File: config.mk
export PLATFORM = sky130hd
export DESIGN_NAME = worf_back
export DESIGN_NICKNAME = d
export VERILOG_FILES = /design/src/rtl/worf_pkg.sv /design/src/rtl/worf_back.sv
export SDC_FILE = /design/constraint.sdc
export NUM_CORES = 1
export LEC_CHECK = 0
export BUFFER_PORTS_ARGS = -buffer_cell sky130_fd_sc_hd__buf_2
export CORE_MARGIN = 10
export CORE_UTILIZATION = 51
export CTS_CLUSTER_SIZE = 28
export DETAILED_ROUTE_END_ITERATION = 16
export PLACE_DENSITY = 0.87
export SYNTH_ARGS = -nofsm -noshare
export SYNTH_HDL_FRONTEND = slang
export SYNTH_SLANG_ARGS = --single-unit
File: constraint.sdc
create_clock -name clk -period 25.5 [get_ports clk]
set_input_delay 7.65 -clock clk [delete_from_list [all_inputs] [get_ports clk]]
set_output_delay 7.65 -clock clk [all_outputs]
set_load 0.005 [all_outputs]
File: src/rtl/worf_pkg.sv
// worf_pkg: shared widths, codes and item types of the window outlier reject filter
// no dependencies; used by every module of the filter
`timescale 1ns / 1ps
`default_nettype none

package worf_pkg;

	// field widths
	localparam int TIME_W = 32;
	localparam int VAL_W  = 24;

	// five-sample window
	localparam int WIN_LEN = 5;

	// exact statistics widths (all values proven to fit)
	localparam int SUM_W  = 27;	// window sum, signed
	localparam int SQ_W   = 47;	// one square, unsigned
	localparam int QSUM_W = 49;	// sum of squares, unsigned
	localparam int DIFF_W = 28;	// 5v - S, signed
	localparam int DSQ_W  = 53;	// (5v - S)^2, unsigned
	localparam int VAR_W  = 51;	// 5Q - S^2 and S^2, unsigned

	// sample counter and its thresholds
	localparam int SEEN_W = 3;
	localparam logic [SEEN_W-1:0] SEEN_HEAD = 3'd2;	// below this a sample passes at once
	localparam logic [SEEN_W-1:0] SEEN_TAIL = 3'd3;	// held sample exists on a short series end
	localparam logic [SEEN_W-1:0] SEEN_TEST = 3'd4;	// from here the center sample is tested
	localparam logic [SEEN_W-1:0] SEEN_MAX  = 3'd5;

	// front pipeline
	localparam int PIPE_STAGES = 4;
	localparam int INFL_W      = 3;

	// default depth of the job queue
	localparam int QUEUE_DEPTH = 8;

	// result slots of one job, emitted in this order
	localparam int SLOT_A = 0;	// center sample of the window
	localparam int SLOT_B = 1;	// sample before the newest
	localparam int SLOT_C = 2;	// newest sample
	localparam int SLOTS  = 3;

	typedef struct packed {
		logic [TIME_W-1:0]       stamp;
		logic signed [VAL_W-1:0] value;
	} slot_t;

	typedef struct packed {
		slot_t            slot_c;
		slot_t            slot_b;
		slot_t            slot_a;
		logic [SLOTS-1:0] en;
		logic             tested;
		logic             last;
	} job_t;

endpackage

`default_nettype wire

File: src/rtl/worf_back.sv
// worf_back: unpacks queued jobs into single results behind an output register
// depends on worf_pkg (job_t, slot codes)
`timescale 1ns / 1ps
`default_nettype none

module worf_back (
	input  wire logic                         clk,
	input  wire logic                         arst_n,
	input  wire worf_pkg::job_t               head,
	input  wire logic                         empty,
	output logic                              pop,
	output logic                              kept_valid,
	input  wire logic                         kept_ready,
	output logic [worf_pkg::TIME_W-1:0]       kept_time,
	output logic signed [worf_pkg::VAL_W-1:0] kept_value,
	output logic                              final_result
);

	localparam int SLOTS = worf_pkg::SLOTS;

	worf_pkg::job_t          work_q;
	logic [SLOTS-1:0]        work_mask_q;
	logic [SLOTS-1:0]        sel;
	logic [SLOTS-1:0]        mask_after;
	logic                    out_load;
	worf_pkg::slot_t         sel_slot;
	logic                    sel_final;

	logic                              kept_valid_q;
	logic [worf_pkg::TIME_W-1:0]       kept_time_q;
	logic signed [worf_pkg::VAL_W-1:0] kept_value_q;
	logic                              final_q;

	// lowest pending slot goes first
	always_comb begin
		sel       = '0;
		sel_slot  = work_q.slot_c;
		sel_final = work_q.last;
		priority if (work_mask_q[worf_pkg::SLOT_A]) begin
			sel[worf_pkg::SLOT_A] = 1'b1;
			sel_slot  = work_q.slot_a;
			sel_final = 1'b0;
		end else if (work_mask_q[worf_pkg::SLOT_B]) begin
			sel[worf_pkg::SLOT_B] = 1'b1;
			sel_slot  = work_q.slot_b;
			sel_final = 1'b0;
		end else begin
			sel[worf_pkg::SLOT_C] = work_mask_q[worf_pkg::SLOT_C];
		end
		out_load   = (work_mask_q != '0) && (!kept_valid_q || kept_ready);
		mask_after = out_load ? (work_mask_q & ~sel) : work_mask_q;
		pop        = (mask_after == '0) && !empty;
	end

	always_ff @(posedge clk or negedge arst_n) begin
		if (!arst_n) begin
			work_mask_q  <= '0;
			kept_valid_q <= 1'b0;
		end else begin
			work_mask_q <= pop ? head.en : mask_after;
			if (out_load) begin
				kept_valid_q <= 1'b1;
			end else if (kept_ready) begin
				kept_valid_q <= 1'b0;
			end
		end
	end

	always_ff @(posedge clk) begin
		if (pop) begin
			work_q <= head;
		end
		if (out_load) begin
			kept_time_q  <= sel_slot.stamp;
			kept_value_q <= sel_slot.value;
			final_q      <= sel_final;
		end
	end

	assign kept_valid   = kept_valid_q;
	assign kept_time    = kept_time_q;
	assign kept_value   = kept_value_q;
	assign final_result = final_q;

	// only jobs with at least one result reach the back
	a_pop_nonempty: assert property (@(posedge clk) disable iff (!arst_n)
		pop |=> (work_mask_q != '0))
		else $error("empty job taken from the queue");

endmodule

`default_nettype wire

Word level (Yosys, flattened, before mapping) --
Cells that the tools add are included.
Storage, ports and cells: register bits 230, bits of input ports 177, logic and storage cells 33
Cells by class: multiplexer cells 10, bitwise logic cells 2, reduce and logical (&&, ||, !) cells 9
Operators by type and width (number):
- 2-to-1 mux 56 bit | 2
- 2-to-1 mux 3 bit | 2
- 2-to-1 mux 1 bit | 5
- bitwise AND 3 bit | 1
- zero test 3 bit | 1
- inverter 3 bit | 1
- nonzero test 3 bit | 1
- logical AND 1 bit | 2
- zero test 1 bit | 2
- 2-to-1 mux 2 bit | 1
- nonzero test 2 bit | 1
- OR reduction 2 bit | 1
- logical OR 1 bit | 1

Logic depth before layout (Yosys ltp) --
depth in word-level cells 8, depth in mapped cells 5

Least setup slack after synthesis --
No wires, ideal clock.
path kind input to output, start in kept_ready, end out pop, data arrival time 16.300 ns, path slack 1.550 ns, cell stages on the path 4, buffers on the path 1, cell sequence nor2b_4 buf_6 a211o_1 a21oi_1
Between the ends: word-level cells in the longest chain between the ends 5
Ends and longest elaborated chain:
- start: declaration | line worf_back.sv:13 | input wire logic kept_ready,
- logical OR 1 bit | line worf_back.sv:50 | out_load = (work_mask_q != '0) && (!kept_valid_q || kept_ready);
- logical AND 1 bit | line worf_back.sv:50
- 2-to-1 mux 3 bit | line worf_back.sv:51 | mask_after = out_load ? (work_mask_q & ~sel) : work_mask_q;
- zero test 3 bit | line worf_back.sv:52 | pop = (mask_after == '0) && !empty;
- logical AND 1 bit | line worf_back.sv:52
- end: declaration | line worf_back.sv:11 | output logic pop,
Every way passes these cells.

Worst setup path after layout --
Ends and elaborated chain as after synthesis.

==> metrics.txt <==
# TYPE chip_impl_metric gauge
chip_impl_metric{name="num_vias",unit=""} 4664
chip_impl_metric{name="drt.antenna.violating_nets",unit=""} 0
chip_impl_metric{name="fin_worst_skew",unit="ns"} 0.00533
chip_impl_metric{name="seq_area_frac_synth",unit=""} 0.834
chip_impl_metric{name="clock_latency",unit="ns"} 0.50
chip_impl_metric{name="clk_path_buf_depth",unit=""} 3
chip_impl_metric{name="buffer_ports.inserted",unit=""} 234
chip_impl_metric{name="power_per_cell_area",unit="nW/um2"} 116
chip_impl_metric{name="via_cell_ratio",unit=""} 5.08
chip_impl_metric{name="cp_data_required_time",unit="ns"} 17.85
chip_impl_metric{name="grt_max_degree",unit=""} 170
chip_impl_metric{name="postSynthRegisterBits",unit=""} 230
chip_impl_info{name="topRoutingLayerUsed",value="met4"} 1
chip_impl_metric{name="numCtsBuffers",unit=""} 23
chip_impl_metric{name="number_of_instances_in_the_synthesized_netlist",unit=""} 444
chip_impl_metric{name="global_route.usage.total",unit=""} 0.157
chip_impl_metric{name="arrival",unit="ns"} 8.55
chip_impl_metric{name="timing.fmax",unit="GHz"} 0.0617
chip_impl_info{name="layout_commonest_cell",value="sky130_fd_sc_hd__buf_2"} 1
chip_impl_metric{name="met2WireLength",unit="um"} 8980
chip_impl_metric{name="m1WireLength",unit="um"} 6850
chip_impl_metric{name="switching_share",unit=""} 0.279
chip_impl_metric{name="min_period_over_period",unit=""} 0.635
chip_impl_info{name="status",value="finished, final reports clean"} 1
chip_impl_metric{name="dp.cells",unit=""} 877
chip_impl_metric{name="hold_viol_final",unit=""} 0
chip_impl_info{name="highest_count_cells_in_the_layout_ignoring_fill_and_taps",value="sky130_fd_sc_hd__buf_2 (234), sky130_fd_sc_hd__edfxtp_1 (226), sky130_fd_sc_hd__nand2_1 (57), sky130_fd_sc_hd__mux2i_1 (56), sky130_fd_sc_hd__o21ai_0 (52)"} 1
chip_impl_metric{name="initial_core_util",unit=""} 0.520
chip_impl_metric{name="drive_above_1_share",unit=""} 0.397
chip_impl_metric{name="chipHeight",unit="um"} 147
chip_impl_metric{name="max_slew.worst_pin.slew",unit="ns"} 1.06
chip_impl_metric{name="syn_nets",unit=""} 621
chip_impl_metric{name="num_antenna_cells",unit=""} 0
chip_impl_metric{name="yosysUniqueCellTypes",unit=""} 23
chip_impl_metric{name="wl_met3",unit="um"} 1360
chip_impl_metric{name="routed_wirelength",unit="um"} 17700
chip_impl_metric{name="yosysWarnings",unit=""} 0
chip_impl_metric{name="drc",unit=""} 0
chip_impl_metric{name="combPwrFrac",unit=""} 0.215
chip_impl_info{name="setup_repair_after_global_routing_missed_its_margin",value="no"} 1
chip_impl_metric{name="h-tree-depth",unit=""} 1
chip_impl_info{name="ctsRootBufferMaster",value="sky130_fd_sc_hd__clkbuf_16"} 1
chip_impl_metric{name="syn-mean-instance-area",unit="um2"} 18.6
chip_impl_metric{name="core",unit="um2"} 15900
chip_impl_metric{name="cts_setup_buffers",unit=""} 0
chip_impl_metric{name="wire_length_of_the_first_global_routing_pass",unit="um"} 27100
chip_impl_metric{name="synth.cell_area",unit="um2"} 8260
chip_impl_metric{name="cts_hold_buf",unit=""} 0
chip_impl_metric{name="grt_remaining_overflow",unit=""} 0
chip_impl_metric{name="seqPwrFrac",unit=""} 0.520
chip_impl_metric{name="synthToLayoutAreaGrowth",unit="%"} 24.9
chip_impl_metric{name="max_cap_viol_count",unit=""} 0
chip_impl_metric{name="cts.sinks",unit=""} 230
chip_impl_metric{name="post_cts_resize_count",unit=""} 0
chip_impl_metric{name="stdcell_count",unit=""} 919
chip_impl_metric{name="drt-wirelength-per-cell",unit="um"} 19.2
chip_impl_info{name="hold_path.class",value="reg2reg"} 1
chip_impl_metric{name="final_core_util",unit=""} 0.649
chip_impl_metric{name="finalSetupTns",unit="ns"} 0
chip_impl_metric{name="number_of_nets_in_the_layout",unit=""} 863
chip_impl_metric{name="first_global_vias",unit=""} 5046
chip_impl_info{name="timing_worst_setup_path_type",value="in2out"} 1
chip_impl_metric{name="std_cell_rows",unit=""} 46
chip_impl_metric{name="slew_headroom",unit=""} 0.291
chip_impl_metric{name="p_sw",unit="uW"} 333
chip_impl_metric{name="max-vdd-ir-drop",unit="uV"} 71.7
chip_impl_metric{name="boundaryPins",unit=""} 236
chip_impl_metric{name="setup_violations",unit=""} 0
chip_impl_metric{name="internal_power",unit="uW"} 861
chip_impl_metric{name="first_iter_violations",unit=""} 206
chip_impl_metric{name="drv_slew",unit=""} 0
chip_impl_metric{name="dieArea",unit="um2"} 21700
chip_impl_metric{name="cts.clk_slew.worst_paths",unit="ns"} 0.06
chip_impl_metric{name="dp_slack",unit="ns"} 9.29
chip_impl_metric{name="router_iterations_before_antenna_repair",unit=""} 6
chip_impl_metric{name="setup_ws",unit="ns"} 9.30
chip_impl_metric{name="post-dp-hpwl",unit="um"} 12100
chip_impl_metric{name="die_width",unit="um"} 147
chip_impl_metric{name="initial_antenna_violation_count",unit=""} 0
chip_impl_metric{name="gp_congestion",unit=""} 0.745
chip_impl_metric{name="finalWorstPathRequiredPeriod",unit="ns"} 16.20
chip_impl_info{name="crit_path_end_kind",value="output pin"} 1
chip_impl_metric{name="share_clk_of_total_power",unit=""} 0.265
chip_impl_metric{name="crit_path_max_fanout",unit=""} 10
chip_impl_info{name="timing.critical_path.from_type",value="input port"} 1
chip_impl_info{name="cts_tree",value="built"} 1
chip_impl_metric{name="leakage",unit="nW"} 3.97
chip_impl_metric{name="power",unit="mW"} 1.19
metal layers:
metal | GRT usage | up-vias
met4 | 0.0555 | 0
met1 | 0.189 | 2233
met5 | 0 | -
li1 | - | 2178
met2 | 0.266 | 217
met3 | 0.0430 | 36
power groups by stage:
stage / Clock, mW / Sequential, mW / Combinational (mW)
final: 0.316 / 0.621 / 0.257
after floorplan: 0 / 0.648 / 0.157
after global placement: 0 / 0.622 / 0.248
after CTS: 0.324 / 0.622 / 0.263
after global routing: 0.340 / 0.632 / 0.286
after detailed placement: 0 / 0.628 / 0.263
logic make-up (layout without fill, tap and decap cells):
kind of cell,Yosys count,after routing,share of synthesized area
AO/OA/AOI/OAI,69,69,0.0438
buffers and inverters,24,283,0.0220
flip-flops,230,230,0.834
multiplexers,56,56,0.0679
AND/OR/NAND/NOR,65,65,0.0321
state kept, by name, indices dropped and copies added, names as in the netlist:
signal,cells
kept_time,32
work_q,169
work_mask_q,3
kept_value,24
kept_valid,1
final_result,1
critical path: stages:
cell	delay (ns)
sky130_fd_sc_hd__buf_2	0.12
sky130_fd_sc_hd__nor2b_4	0.24
sky130_fd_sc_hd__nor2_1	0.10
sky130_fd_sc_hd__o21ai_0	0.15
sky130_fd_sc_hd__a21oi_4	0.11
sky130_fd_sc_hd__buf_2	0.17
worst paths after layout:
check / start / endpoint / slack, ns / cells after the start
worst max-delay path: kept_ready / pop / 9.30 / 6
worst min-delay path: work_q[6]$_DFFE_PP_ / kept_value[1]$_DFFE_PP_ / 0.52 / 2
worst max register to register: work_mask_q[0]$_DFF_PN0_ / kept_value[20]$_DFFE_PP_ / 22.38 / 4
worst min register to register: work_q[6]$_DFFE_PP_ / kept_value[1]$_DFFE_PP_ / 0.52 / 2
max in group asynchronous: arst_n / work_mask_q[1]$_DFF_PN0_ / 18.42 / 1
min in group asynchronous: arst_n / kept_valid$_DFFE_PN0P_ / 6.95 / 1
stage by stage:
step | hold slack, ns | instance area (um2)
2_1_floorplan | 0.496 | 8260
3_3_place_gp | 0.501 | 9600
3_5_place_dp | 0.514 | 9600
4_1_cts | 0.526 | 10300
5_1_grt | 0.551 | 10300
6_report | 0.520 | 10300
synthesized netlist by cell type:
master	n	share of area
sky130_fd_sc_hd__a211o_1	1	0.0011
sky130_fd_sc_hd__a21oi_1	5	0.0030
sky130_fd_sc_hd__a32o_2	1	0.0014
sky130_fd_sc_hd__buf_2	5	0.0030
sky130_fd_sc_hd__buf_4	1	0.00091
sky130_fd_sc_hd__buf_6	9	0.012
sky130_fd_sc_hd__buf_8	1	0.0018
sky130_fd_sc_hd__clkbuf_1	3	0.0014
sky130_fd_sc_hd__clkbuf_2	2	0.0012
sky130_fd_sc_hd__dfrtp_1	4	0.012
sky130_fd_sc_hd__edfxtp_1	226	0.82
sky130_fd_sc_hd__inv_1	3	0.0014
sky130_fd_sc_hd__mux2i_1	56	0.068
sky130_fd_sc_hd__nand2_1	57	0.026
sky130_fd_sc_hd__nand2b_1	2	0.0015
sky130_fd_sc_hd__nor2_1	2	0.00091
sky130_fd_sc_hd__nor2b_4	1	0.0017
sky130_fd_sc_hd__nor3_1	2	0.0012
sky130_fd_sc_hd__nor3b_1	1	0.00091
sky130_fd_sc_hd__o21a_1	1	0.00091
sky130_fd_sc_hd__o21ai_0	52	0.032
sky130_fd_sc_hd__o21ai_1	8	0.0049
sky130_fd_sc_hd__o2bb2ai_1	1	0.0011
layout make-up:
class | count | area (um2)
Multi-Input combinational cell | 190 | 1210
Sequential cell | 230 | 6890
Clock inverter | 11 | 83.8
Fill cell | 1154 | 5570
Tap cell | 216 | 270
Inverter | 3 | 11.3
Timing Repair Buffer | 238 | 1210
Clock buffer | 31 | 636
No activity file was read; power rests on OpenSTA's default activity.
