<file path="src/rtl/worf_pkg.sv">
// worf_pkg: shared widths, codes and item types of the window outlier reject filter
// no dependencies; used by every module of the filter
`timescale 1ns / 1ps
`default_nettype none

package worf_pkg;

	// field widths
	localparam int TIME_W = 32;
	localparam int VAL_W  = 24;

	// five-sample window
	localparam int WIN_LEN = 5;

	// exact statistics widths (all values proven to fit)
	localparam int SUM_W  = 27;	// window sum, signed
	localparam int SQ_W   = 47;	// one square, unsigned
	localparam int QSUM_W = 49;	// sum of squares, unsigned
	localparam int DIFF_W = 28;	// 5v - S, signed
	localparam int DSQ_W  = 53;	// (5v - S)^2, unsigned
	localparam int VAR_W  = 51;	// 5Q - S^2 and S^2, unsigned

	// sample counter and its thresholds
	localparam int SEEN_W = 3;
	localparam logic [SEEN_W-1:0] SEEN_HEAD = 3'd2;	// below this a sample passes at once
	localparam logic [SEEN_W-1:0] SEEN_TAIL = 3'd3;	// held sample exists on a short series end
	localparam logic [SEEN_W-1:0] SEEN_TEST = 3'd4;	// from here the center sample is tested
	localparam logic [SEEN_W-1:0] SEEN_MAX  = 3'd5;

	// front pipeline
	localparam int PIPE_STAGES = 4;
	localparam int INFL_W      = 3;

	// default depth of the job queue
	localparam int QUEUE_DEPTH = 8;

	// result slots of one job, emitted in this order
	localparam int SLOT_A = 0;	// center sample of the window
	localparam int SLOT_B = 1;	// sample before the newest
	localparam int SLOT_C = 2;	// newest sample
	localparam int SLOTS  = 3;

	typedef struct packed {
		logic [TIME_W-1:0]       stamp;
		logic signed [VAL_W-1:0] value;
	} slot_t;

	typedef struct packed {
		slot_t            slot_c;
		slot_t            slot_b;
		slot_t            slot_a;
		logic [SLOTS-1:0] en;
		logic             tested;
		logic             last;
	} job_t;

endpackage

`default_nettype wire

</file>
<file path="src/rtl/worf_queue.sv">
// worf_queue: short job queue between the classifying front and the emitting back
// depends on worf_pkg (job_t)
`timescale 1ns / 1ps
`default_nettype none

module worf_queue #(
	parameter int DEPTH = worf_pkg::QUEUE_DEPTH,
	localparam int CNT_W = $clog2(DEPTH + 1)
) (
	input  wire logic            clk,
	input  wire logic            arst_n,
	input  wire logic            push,
	input  wire worf_pkg::job_t  push_job,
	input  wire logic            pop,
	output worf_pkg::job_t       head,
	output logic                 empty,
	output logic [CNT_W-1:0]     count
);

	localparam int PTR_W = (DEPTH > 1) ? $clog2(DEPTH) : 1;

	worf_pkg::job_t mem_q [DEPTH];
	logic [PTR_W-1:0] wr_ptr_q;
	logic [PTR_W-1:0] rd_ptr_q;
	logic [CNT_W-1:0] count_q;

	function automatic logic [PTR_W-1:0] ptr_inc(input logic [PTR_W-1:0] p);
		logic [PTR_W-1:0] r;
		if (p == PTR_W'(DEPTH - 1)) begin
			r = '0;
		end else begin
			r = p + 1'b1;
		end
		return r;
	endfunction

	always_ff @(posedge clk) begin
		if (push) begin
			mem_q[wr_ptr_q] <= push_job;
		end
	end

	always_ff @(posedge clk or negedge arst_n) begin
		if (!arst_n) begin
			wr_ptr_q <= '0;
			rd_ptr_q <= '0;
			count_q  <= '0;
		end else begin
			if (push) begin
				wr_ptr_q <= ptr_inc(wr_ptr_q);
			end
			if (pop) begin
				rd_ptr_q <= ptr_inc(rd_ptr_q);
			end
			unique case ({push, pop})
				2'b10:   count_q <= count_q + 1'b1;
				2'b01:   count_q <= count_q - 1'b1;
				default: count_q <= count_q;
			endcase
		end
	end

	assign head  = mem_q[rd_ptr_q];
	assign empty = (count_q == '0);
	assign count = count_q;

	// the credit check upstream must keep pushes away from a full queue
	a_no_overflow: assert property (@(posedge clk) disable iff (!arst_n)
		push |-> (count_q < CNT_W'(DEPTH)))
		else $error("job pushed into a full queue");

	a_no_underflow: assert property (@(posedge clk) disable iff (!arst_n)
		pop |-> !empty)
		else $error("job popped from an empty queue");

endmodule

`default_nettype wire

</file>
<file path="config.mk">
export PLATFORM = sky130hd
export DESIGN_NAME = worf_queue
export DESIGN_NICKNAME = d
export VERILOG_FILES = /design/src/rtl/worf_pkg.sv /design/src/rtl/worf_queue.sv
export SDC_FILE = /design/constraint.sdc
export NUM_CORES = 1
export LEC_CHECK = 0
export BUFFER_PORTS_ARGS = -buffer_cell sky130_fd_sc_hd__buf_2
export CAP_MARGIN = 0
export CELL_PAD_IN_SITES_DETAIL_PLACEMENT = 2
export CELL_PAD_IN_SITES_GLOBAL_PLACEMENT = 2
export CORE_MARGIN = 2
export CORE_UTILIZATION = 53
export CTS_CLUSTER_SIZE = 30
export DETAILED_ROUTE_END_ITERATION = 10
export PLACE_DENSITY = 0.84
export SETUP_SLACK_MARGIN = 0.15
export SLEW_MARGIN = 20
export SYNTH_ARGS = -nofsm -noshare
export SYNTH_HDL_FRONTEND = slang
export SYNTH_SLANG_ARGS = --single-unit
</file>
<file path="constraint.sdc">
create_clock -name clk -period 25.1 [get_ports clk]
set_input_delay 7.53 -clock clk [delete_from_list [all_inputs] [get_ports clk]]
set_output_delay 7.53 -clock clk [all_outputs]
set_load 0.01 [all_outputs]
</file>
==> impl_results.md, run 1 <==
* PortBufs at 354
* Die height at 322 um
* Post-Syn Instances at 2057
* Synth cell count leaders: edfxtp_1 (1384), mux4_1 (222), mux2_2 (179)
* Clk root buf: clkbuf_16
* CTS H-tree lvls at 4
* Seq/Total Area, Yosys at 78.2%
* Yosys reg bits at 1394
* Failing step: clock tree synthesis (4_1_cts)
* CTS hold repair buffers at 0
* Most frequent cell after synthesis: edfxtp_1
* Clock sink count at 1394
* Async set-or-reset flop fraction in the synthesized netlist at 0.717%
* CTS Buf Count at 147
* Cell type with the largest total area after synthesis: edfxtp_1
* Error: [ERROR DPL-0033] detailed placement checks failed during check placement.
* Main synth FF type: edfxtp_1
* Outcome: stopped before the end
* Count of flip-flops with a built-in enable after synthesis at 1384
* Die X at 322 um
* GPL Wtd Cong at 0.723
* Unique masters post-synth at 28
* Clk buf depth at 3
* Yosys warnings at 0
* DP Area at 0.0565 mm2
* Post-CTS Resized at 0
* Rows at 116
* Synth top area cells: edfxtp_1 (78%), mux4_1 (11%), mux4_2 (5.2%)
* Starting Density at 53.5%
* Mapped Nets at 2241
* Setup bufs post-CTS at 0
* I/O pins at 355
* Yosys top cell area share at 77.7%
* Synth Area per Inst at 26.0 um2
* Mapped Area at 0.0535 mm2
* Dpl hpwl at 81400 um
-- logic make-up after synthesis --
kind of cell | share of synthesized area [%]
adders and majority gates | 0.164
AOI/OAI and AO/OA | 0.0562
muxes | 19.9
and+or+nand+nor | 0.204
buffers and inverters | 1.41
DFF | 78.2
xor gates and xnor gates | 0.0819
-- metrics by stage --
step | hold WS (ns) | utilization, % | setup WS, ns | std cells
detailed placement | 0.514 | 56.5 | 12.38 | 3647
global placement | 0.483 | 56.5 | 12.59 | 3647
floorplan | 0.521 | - | 4.90 | 2057
==> inputs of run 2 (changes only) <==
CELL_PAD_IN_SITES_DETAIL_PLACEMENT = default   (was 2)
CELL_PAD_IN_SITES_GLOBAL_PLACEMENT = default   (was 2)
CORE_UTILIZATION = 40   (was 53)
CTS_CLUSTER_SIZE = default   (was 30)
PLACE_DENSITY = default   (was 0.84)
PLACE_DENSITY_LB_ADDON = 0.15   (was default)
SETUP_SLACK_MARGIN = default   (was 0.15)
==> run 2 against run 1 <==
The run now ends clean. Synthesized cell count unchanged. Area after synthesis is the same.
==> impl_results.md, run 2 <==
* DP Cell Count at 4121 (+13%)
* Yosys warnings at 0 (unchanged)
* I/O pins at 355 (unchanged)
* Clock Latency Late Sink at 0.76 ns
* Fin cells at 4397
* Via count at 23251
* Min Tclk post-route at 12.21 ns
* CP max FO at 54
* Register Area at 0.0418 mm2
* Post-Place Worst Slack at 13.32 ns (+0.938 ns)
* Crit start category: flop
* GPL Wtd Cong at 0.697 (-3.6%)
* Final worst slack at 12.89 ns
* Fillers at 11054
* Grt peak-use layer: met2
* GR Util met2 at 28.9%
* Crit end category: output port
* RSZ-0062 raised after global routing: false
* Final ANT Viol Nets at 0
* WL/cell at 26.6 um
* Power per cell area at 115 mW/mm2
* Largest reg by FF count: mem_q
* Vias in the first global route at 24996
* Synth cell count leaders: edfxtp_1 (1384), mux4_1 (222), mux2_2 (179)
* Fmax at 81.9 MHz
* Die area at 0.137 mm2
* Critical Path RT at 17.57 ns
* Unique masters post-synth at 28 (unchanged)
* Met3 Resource Use GR at 5.03%
* Die height at 370 um (+15%)
* Routing usage on met1 at 21.5%
* Rows at 134 (+16%)
* Clock sink count at 1394 (unchanged)
* First-pass GRT wire length at 169000 um
* Drt pass-1 iters at 5
* Synth top area cells: edfxtp_1 (78%), mux4_1 (11%), mux4_2 (5.2%)
* PortBufs at 354 (unchanged)
* Post-Syn Instances at 2057 (unchanged)
* Commonest non-fill, non-tap cell in the layout: edfxtp_1
* Mapped Area at 0.0535 mm2 (unchanged)
* Most frequent cell after synthesis: edfxtp_1
* Layout Utilization at 46.4%
* Synth Area per Inst at 26.0 um2 (unchanged)
* Synth-to-Final Area Change at 15.4%
* Setup Skew at 0.0178 ns
* Final WL at 117000 um
* Yosys top cell area share at 77.7% (unchanged)
* Async set-or-reset flop fraction in the synthesized netlist at 0.717% (unchanged)
* Main synth FF type: edfxtp_1
* Worst hold slack at 0.497 ns
* Outcome: finished, final reports clean
* Max cap viols at 0
* Seq/Total Area, Yosys at 78.2% (unchanged)
* Iteration-0 DRC Markers at 1496
* Initial antenna violation count at 32
* Post-DR vias/cell at 5.29
* Largest net degree at the start of global routing at 169
* Yosys reg bits at 1394 (unchanged)
* Final Hold Vio Count at 0
* Setup_tns at 0 ns
* Clk buf depth at 3 (unchanged)
* Setup bufs post-CTS at 0 (unchanged)
* Post-CTS Resized at 0 (unchanged)
* Slew @ Worst Pin at 1.29 ns
* Most frequent cells in the layout: edfxtp_1 (1384), buf_2 (354), mux4_1 (222)
* Slew HR at 14.2%
* Final setup fails at 0
* Final net count at 2690
* Layout cells sized above 1 at 34.7%
* Clk root buf: clkbuf_16
* Max Transition Viols Final at 0
* # DRC at 0
* TritonCTS clock tree: built
* Multi-input gate area at 0.0110 mm2
* CTS hold repair buffers at 0 (unchanged)
* CTS H-tree lvls at 4 (unchanged)
* Cell type with the largest total area after synthesis: edfxtp_1
* Max reg flops at 1384
* LEAKAGE at 0.0204 uW
* Die X at 370 um (+15%)
* Data arrival time of the worst path at 4.68 ns
* Worst hold path type: reg2reg
* Dpl hpwl at 61100 um (-25%)
* Grt total ovfl at 0
* Max VDD drop at 93.4 uV
* Placeable Area at 0.133 mm2
* Count of flip-flops with a built-in enable after synthesis at 1384 (unchanged)
* CTS Buf Count at 150 (+2.0%)
* Setup Crit Path Kind: reg2out
* Mapped Nets at 2241 (unchanged)
* Clock transition at path regs at 0.06 ns
* Fin crit share at 48.7%
* Starting Density at 40.2% (-13 points)
* GRT Overall Usage at 17.2%
[run 2: cell counts after synthesis]
Identical to the previous run, type by type.
[run 2: metal layers]
layer | part of all wire, % | routed length (um)
met5 | 0.18 | 215
met3 | 6.6 | 7720
met1 | 41 | 47800
met4 | 2.1 | 2450
met2 | 50 | 58800
[run 2: worst paths after layout]
check | from | end | slack [ns] | cells past startpoint
worst min register to register | count[3]$_DFFE_PN0P_ | count[3]$_DFFE_PN0P_ | 0.50 | 1
worst max register to register | wr_ptr_q[0]$_DFFE_PN0P_ | mem_q[7][154]$_DFFE_PP_ | 21.48 | 5
min in group asynchronous | arst_n | count[3]$_DFFE_PN0P_ | 6.63 | 1
worst min-delay path | count[3]$_DFFE_PN0P_ | count[3]$_DFFE_PN0P_ | 0.50 | 1
max in group asynchronous | arst_n | rd_ptr_q[1]$_DFFE_PN0P_ | 18.24 | 1
worst max-delay path | rd_ptr_q[0]$_DFFE_PN0P_ | head[55] | 12.89 | 6
[run 2: power by group]
group	leakage, uW	internal (uW)	switching, uW
sequential	0.0127	2920	110
clock	0.00223	1170	871
combinational	0.00548	941	1100
total	0.0204	5030	2080
[run 2: logic make-up (layout without fill, tap and decap cells)]
family | after synthesis | count (layout) | synth area share [%]
flops | 1394 | 1394 | 78.2
mux | 525 | 525 | 19.9
buf+inv | 99 | 659 | 1.41
simple gates | 22 | 22 | 0.204
fa+ha+maj | 7 | 7 | 0.164
compound gates | 5 | 5 | 0.0562
xor+xnor | 5 | 5 | 0.0819
other cells | 0 | 12 | 0
[run 2: metrics by stage]
step | total power, uW | cell area (um2)
floorplan | 4520 | 53500
global placement | 5150 | 57100
detailed placement | 5180 | 57100
CTS | 7250 | 61700
global route | 7450 | 61700
finish | 7110 | 61700
[run 2: cell type report]
type / instances / area share, %
clock inverter: 79 / 0.973
clock buffer: 184 / 6.36
tap: 1768 / 3.58
multi-input combinational: 564 / 17.8
inverter: 2 / 0.0122
timing repair buffer: 394 / 3.51
antenna: 12 / 0.0486
sequential: 1394 / 67.7
[run 2: worst max-delay path, cell delays in order (launching register included)]
cell and delay, ns:
dfrtp_4 0.77, buf_16 0.31, buf_4 0.68, buf_4 0.89, mux4_1 0.67, mux2_2 0.31, buf_2 0.15
No activity file was read; power rests on OpenSTA's default activity.
==> inputs of run 3 (changes only) <==
ABC_AREA = 1   (was default)
clock period = 11.3 ns   (was 25.1 ns; I/O delays follow)
==> run 3 against run 2 <==
Sequential share of layout area fell by 0.089 points. Via count rose by 41%. Clock skew rose by 0.0072 ns. Hold slack improved by 0.064 ns. Highest routed layer unchanged. First-iteration DRC count rose by 70%. Largest power group unchanged. Die area rose by 0.27%. Count of clock-buffer cells in the layout rose by 9. Critical path type unchanged. Area after synthesis rose by 0.27%. Global-route usage rose by 2.5 points.
==> impl_results.md, run 3 <==
* Outcome: finished, final reports clean
* Multi-input gate area at 0.0105 mm2 (-3.8%)
* Max cap viols at 0 (unchanged)
* Final setup fails at 0 (unchanged)
* Commonest non-fill, non-tap cell in the layout: edfxtp_1
* Clock transition at path regs at 0.06 ns (about the same)
* Clk buf depth at 3 (unchanged)
* Max Transition Viols Final at 0 (unchanged)
* Die X at 370 um (+0.13%)
* Rows at 134 (unchanged)
* Mapped Area at 0.0536 mm2 (+0.27%)
* Die height at 370 um (+0.13%)
* Synth-to-Final Area Change at 15.3%
* LEAKAGE at 0.0211 uW (+3.2%)
* Post-synthesis xor/xnor area fraction at 0.0490% (-0.033 points)
* Simple-Gate Fraction of Synth Area at 8.76% (+8.6 points)
* Post-CTS Resized at 0 (unchanged)
* Clock sink count at 1394 (unchanged)
* Fin crit share at 67.8%
* GRT Overall Usage at 19.7% (+2.5 points)
* Most frequent cells in the layout: edfxtp_1 (1384), o21ai_0 (699), nor2_1 (695)
* Die area at 0.137 mm2 (+0.27%)
* Register Area at 0.0418 mm2 (unchanged)
* Setup Skew at 0.0250 ns (+0.00724 ns)
* Largest net degree at the start of global routing at 243 (+44%)
* Iteration-0 DRC Markers at 2547 (+70%)
* Final net count at 4450 (+65%)
* Max VDD drop at 162 uV (+74%)
* Post-Syn Instances at 3980 (+93%)
* Layout cells sized above 1 at 14.1% (-21 points)
* Compound-Gate Fraction of Synth Area at 10.6% (+11 points)
* Worst path slowest cell: dfrtp_4
* Seq/Total Area, Yosys at 78.0% (-0.21 points)
* I/O pins at 355 (unchanged)
* Post-Place Worst Slack at 4.49 ns (-8.83 ns)
* Final WL at 138000 um (+18%)
* Drt pass-1 iters at 5 (unchanged)
* CP cell instances: buf_4 -> buf_4 -> o21ai_0 -> o22ai_1 -> nand2_1 -> nand2_1 -> buf_2
* Final Hold Vio Count at 0 (unchanged)
* Final ANT Viol Nets at 0 (unchanged)
* Unique masters post-synth at 20 (-29%)
* Fillers at 12003 (+8.6%)
* Final worst slack at 3.63 ns (-9.25 ns)
* Largest reg by FF count: mem_q
* TritonCTS clock tree: built
* Crit start category: flop
* Slew HR at 28.7% (+14 points)
* NetSw at 5400 uW (+160%)
* Most frequent cell after synthesis: edfxtp_1
* Via count at 32873 (+41%)
* Yosys top cell area share at 77.5% (-0.21 points)
* CTS H-tree lvls at 4 (unchanged)
* Synth top area cells: edfxtp_1 (78%), o21ai_0 (6.5%), nor2_1 (4.9%)
* Setup bufs post-CTS at 0 (unchanged)
* Hold_sp: wr_ptr_q[0]$_DFFE_PN0P_
* Crit end category: output port
* WL/cell at 22.3 um (-16%)
* Initial antenna violation count at 44 (+38%)
* Hold depth at 1 (unchanged)
* Worst hold path type: reg2reg
* Fmax at 130 MHz
* PortBufs at 354 (unchanged)
* Critical Path RT at 7.91 ns (-9.66 ns)
* Setup Crit Path Kind: reg2out
* Adder-cell share of the synthesized area at 0.163% (-0.00044 points)
* Critical path's largest stage delay at 0.90 ns (about the same)
* Starting Density at 40.2% (+0.058 points)
* Main synth FF type: edfxtp_1
* Post-DR vias/cell at 5.32 (+0.69%)
* Placeable Area at 0.133 mm2 (+0.13%)
* P_int at 10400 uW (+110%)
* Total chip power at 15800 uW (+120%)
* Vias in the first global route at 31500 (+26%)
* CP max FO at 101 (+87%)
* Yosys warnings at 0 (unchanged)
* Mapped Nets at 4164 (+86%)
* Async set-or-reset flop fraction in the synthesized netlist at 0.717% (unchanged)
* # DRC at 0 (unchanged)
* RSZ-0062 raised after global routing: false
* Slew @ Worst Pin at 1.07 ns (-0.217 ns)
* CTS Buf Count at 152 (+1.3%)
* Data arrival time of the worst path at 4.28 ns (-0.40 ns)
* Switching Share at 34.1% (+4.9 points)
* Count of flip-flops with a built-in enable after synthesis at 1384 (unchanged)
* Crit path launch: rd_ptr_q[0]$_DFFE_PN0P_
* CTS hold repair buffers at 0 (unchanged)
* Mux share of post-synthesis cell area at 0% (-20 points)
* Reg power frac at 41.3% (-1.3 points)
* Synth Area per Inst at 13.5 um2 (-48%)
* Cell type with the largest total area after synthesis: edfxtp_1
* GPL Wtd Cong at 0.729 (+4.6%)
* Synth cell count leaders: edfxtp_1 (1384), nor2_1 (703), o21ai_0 (699)
* Min Tclk post-route at 7.67 ns
* Clock Latency Late Sink at 0.76 ns (about the same)
* Logic gate share of total power at 28.1% (-0.6 points)
* Clk root buf: clkbuf_16
* Worst r2r src: wr_ptr_q[0]$_DFFE_PN0P_
* Yosys reg bits at 1394 (unchanged)
* Max reg flops at 1384 (unchanged)
* Largest family of logic cells by synthesized area: compound AO/OA/AOI/OAI gates
* Power per cell area at 256 mW/mm2 (+120%)
* Dpl hpwl at 65800 um (+7.7%)
* Clock network fraction of design power at 30.6% (+1.9 points)
* Grt total ovfl at 0 (unchanged)
* First-pass GRT wire length at 203000 um (+20%)
* Worst r2r path cells at 4 (-1)
* Layout Utilization at 46.4% (about the same)
[run 3: path summary, 6_finish.rpt]
check,to,slack [ns]
setup / recovery,head[139],3.63
hold / removal,wr_ptr_q[0]$_DFFE_PN0P_,0.56
setup reg to reg,mem_q[5][61]$_DFFE_PP_,8.11
hold reg to reg,wr_ptr_q[0]$_DFFE_PN0P_,0.56
max in group asynchronous,rd_ptr_q[1]$_DFFE_PN0P_,8.49
min in group asynchronous,count[1]$_DFFE_PN0P_,2.52
[run 3: worst max-delay path, delay by kind of cell (launching register included)]
family / cells / cell delay (ns)
AO/OA/AOI/OAI: 2 / 0.47
AND/OR/NAND/NOR: 2 / 0.21
buffers and inverters: 3 / 1.78
flip-flops: 1 / 0.90
[run 3: per-stage QoR]
stage	area, um2	cells	TNS [ns]	hold slack, ns
floorplan	53600	3980	-122.28	0.513
global placement	56900	5880	0	0.540
detailed placement	56900	5880	0	0.542
CTS	61800	6160	0	0.564
global route	61800	6163	0	0.601
finish	61800	6174	0	0.561
[run 3: cell families after synthesis]
kind of cell / count (synthesis)
flops: 1394
xor+xnor: 3
fa+ha+maj: 7
simple gates: 1249
compound gates: 1047
buf+inv: 280
[run 3: area by class of cell]
cell class | count | area share [%]
clock inverters | 87 | 1.37
repair buffers | 399 | 3.62
well taps | 1768 | 3.58
multi-input cells | 2306 | 17.1
inverters | 13 | 0.130
flip-flops and latches | 1394 | 67.7
clock buffers | 193 | 6.52
diodes | 14 | 0.0567
[run 3: metal layers]
layer / track usage [%] / up-vias / part of all wire (%)
met4: 5.43 / 50 / 2.0
met1: 26.5 / 16482 / 43
met5: 0 / - / 0.24
met2: 31.8 / 847 / 47
li1: - / 15254 / -
met3: 5.01 / 240 / 7.1
[run 3: power groups by stage]
| stage | combinational, uW | clock [uW] | sequential, uW |
|---|---|---|---|
| 3_3_place_gp | 4520 | 0 | 6640 |
| 6_report | 4450 | 4840 | 6540 |
| 2_1_floorplan | 2730 | 0 | 6720 |
| 3_5_place_dp | 4520 | 0 | 6650 |
| 5_1_grt | 4940 | 5150 | 6590 |
| 4_1_cts | 4540 | 4960 | 6540 |
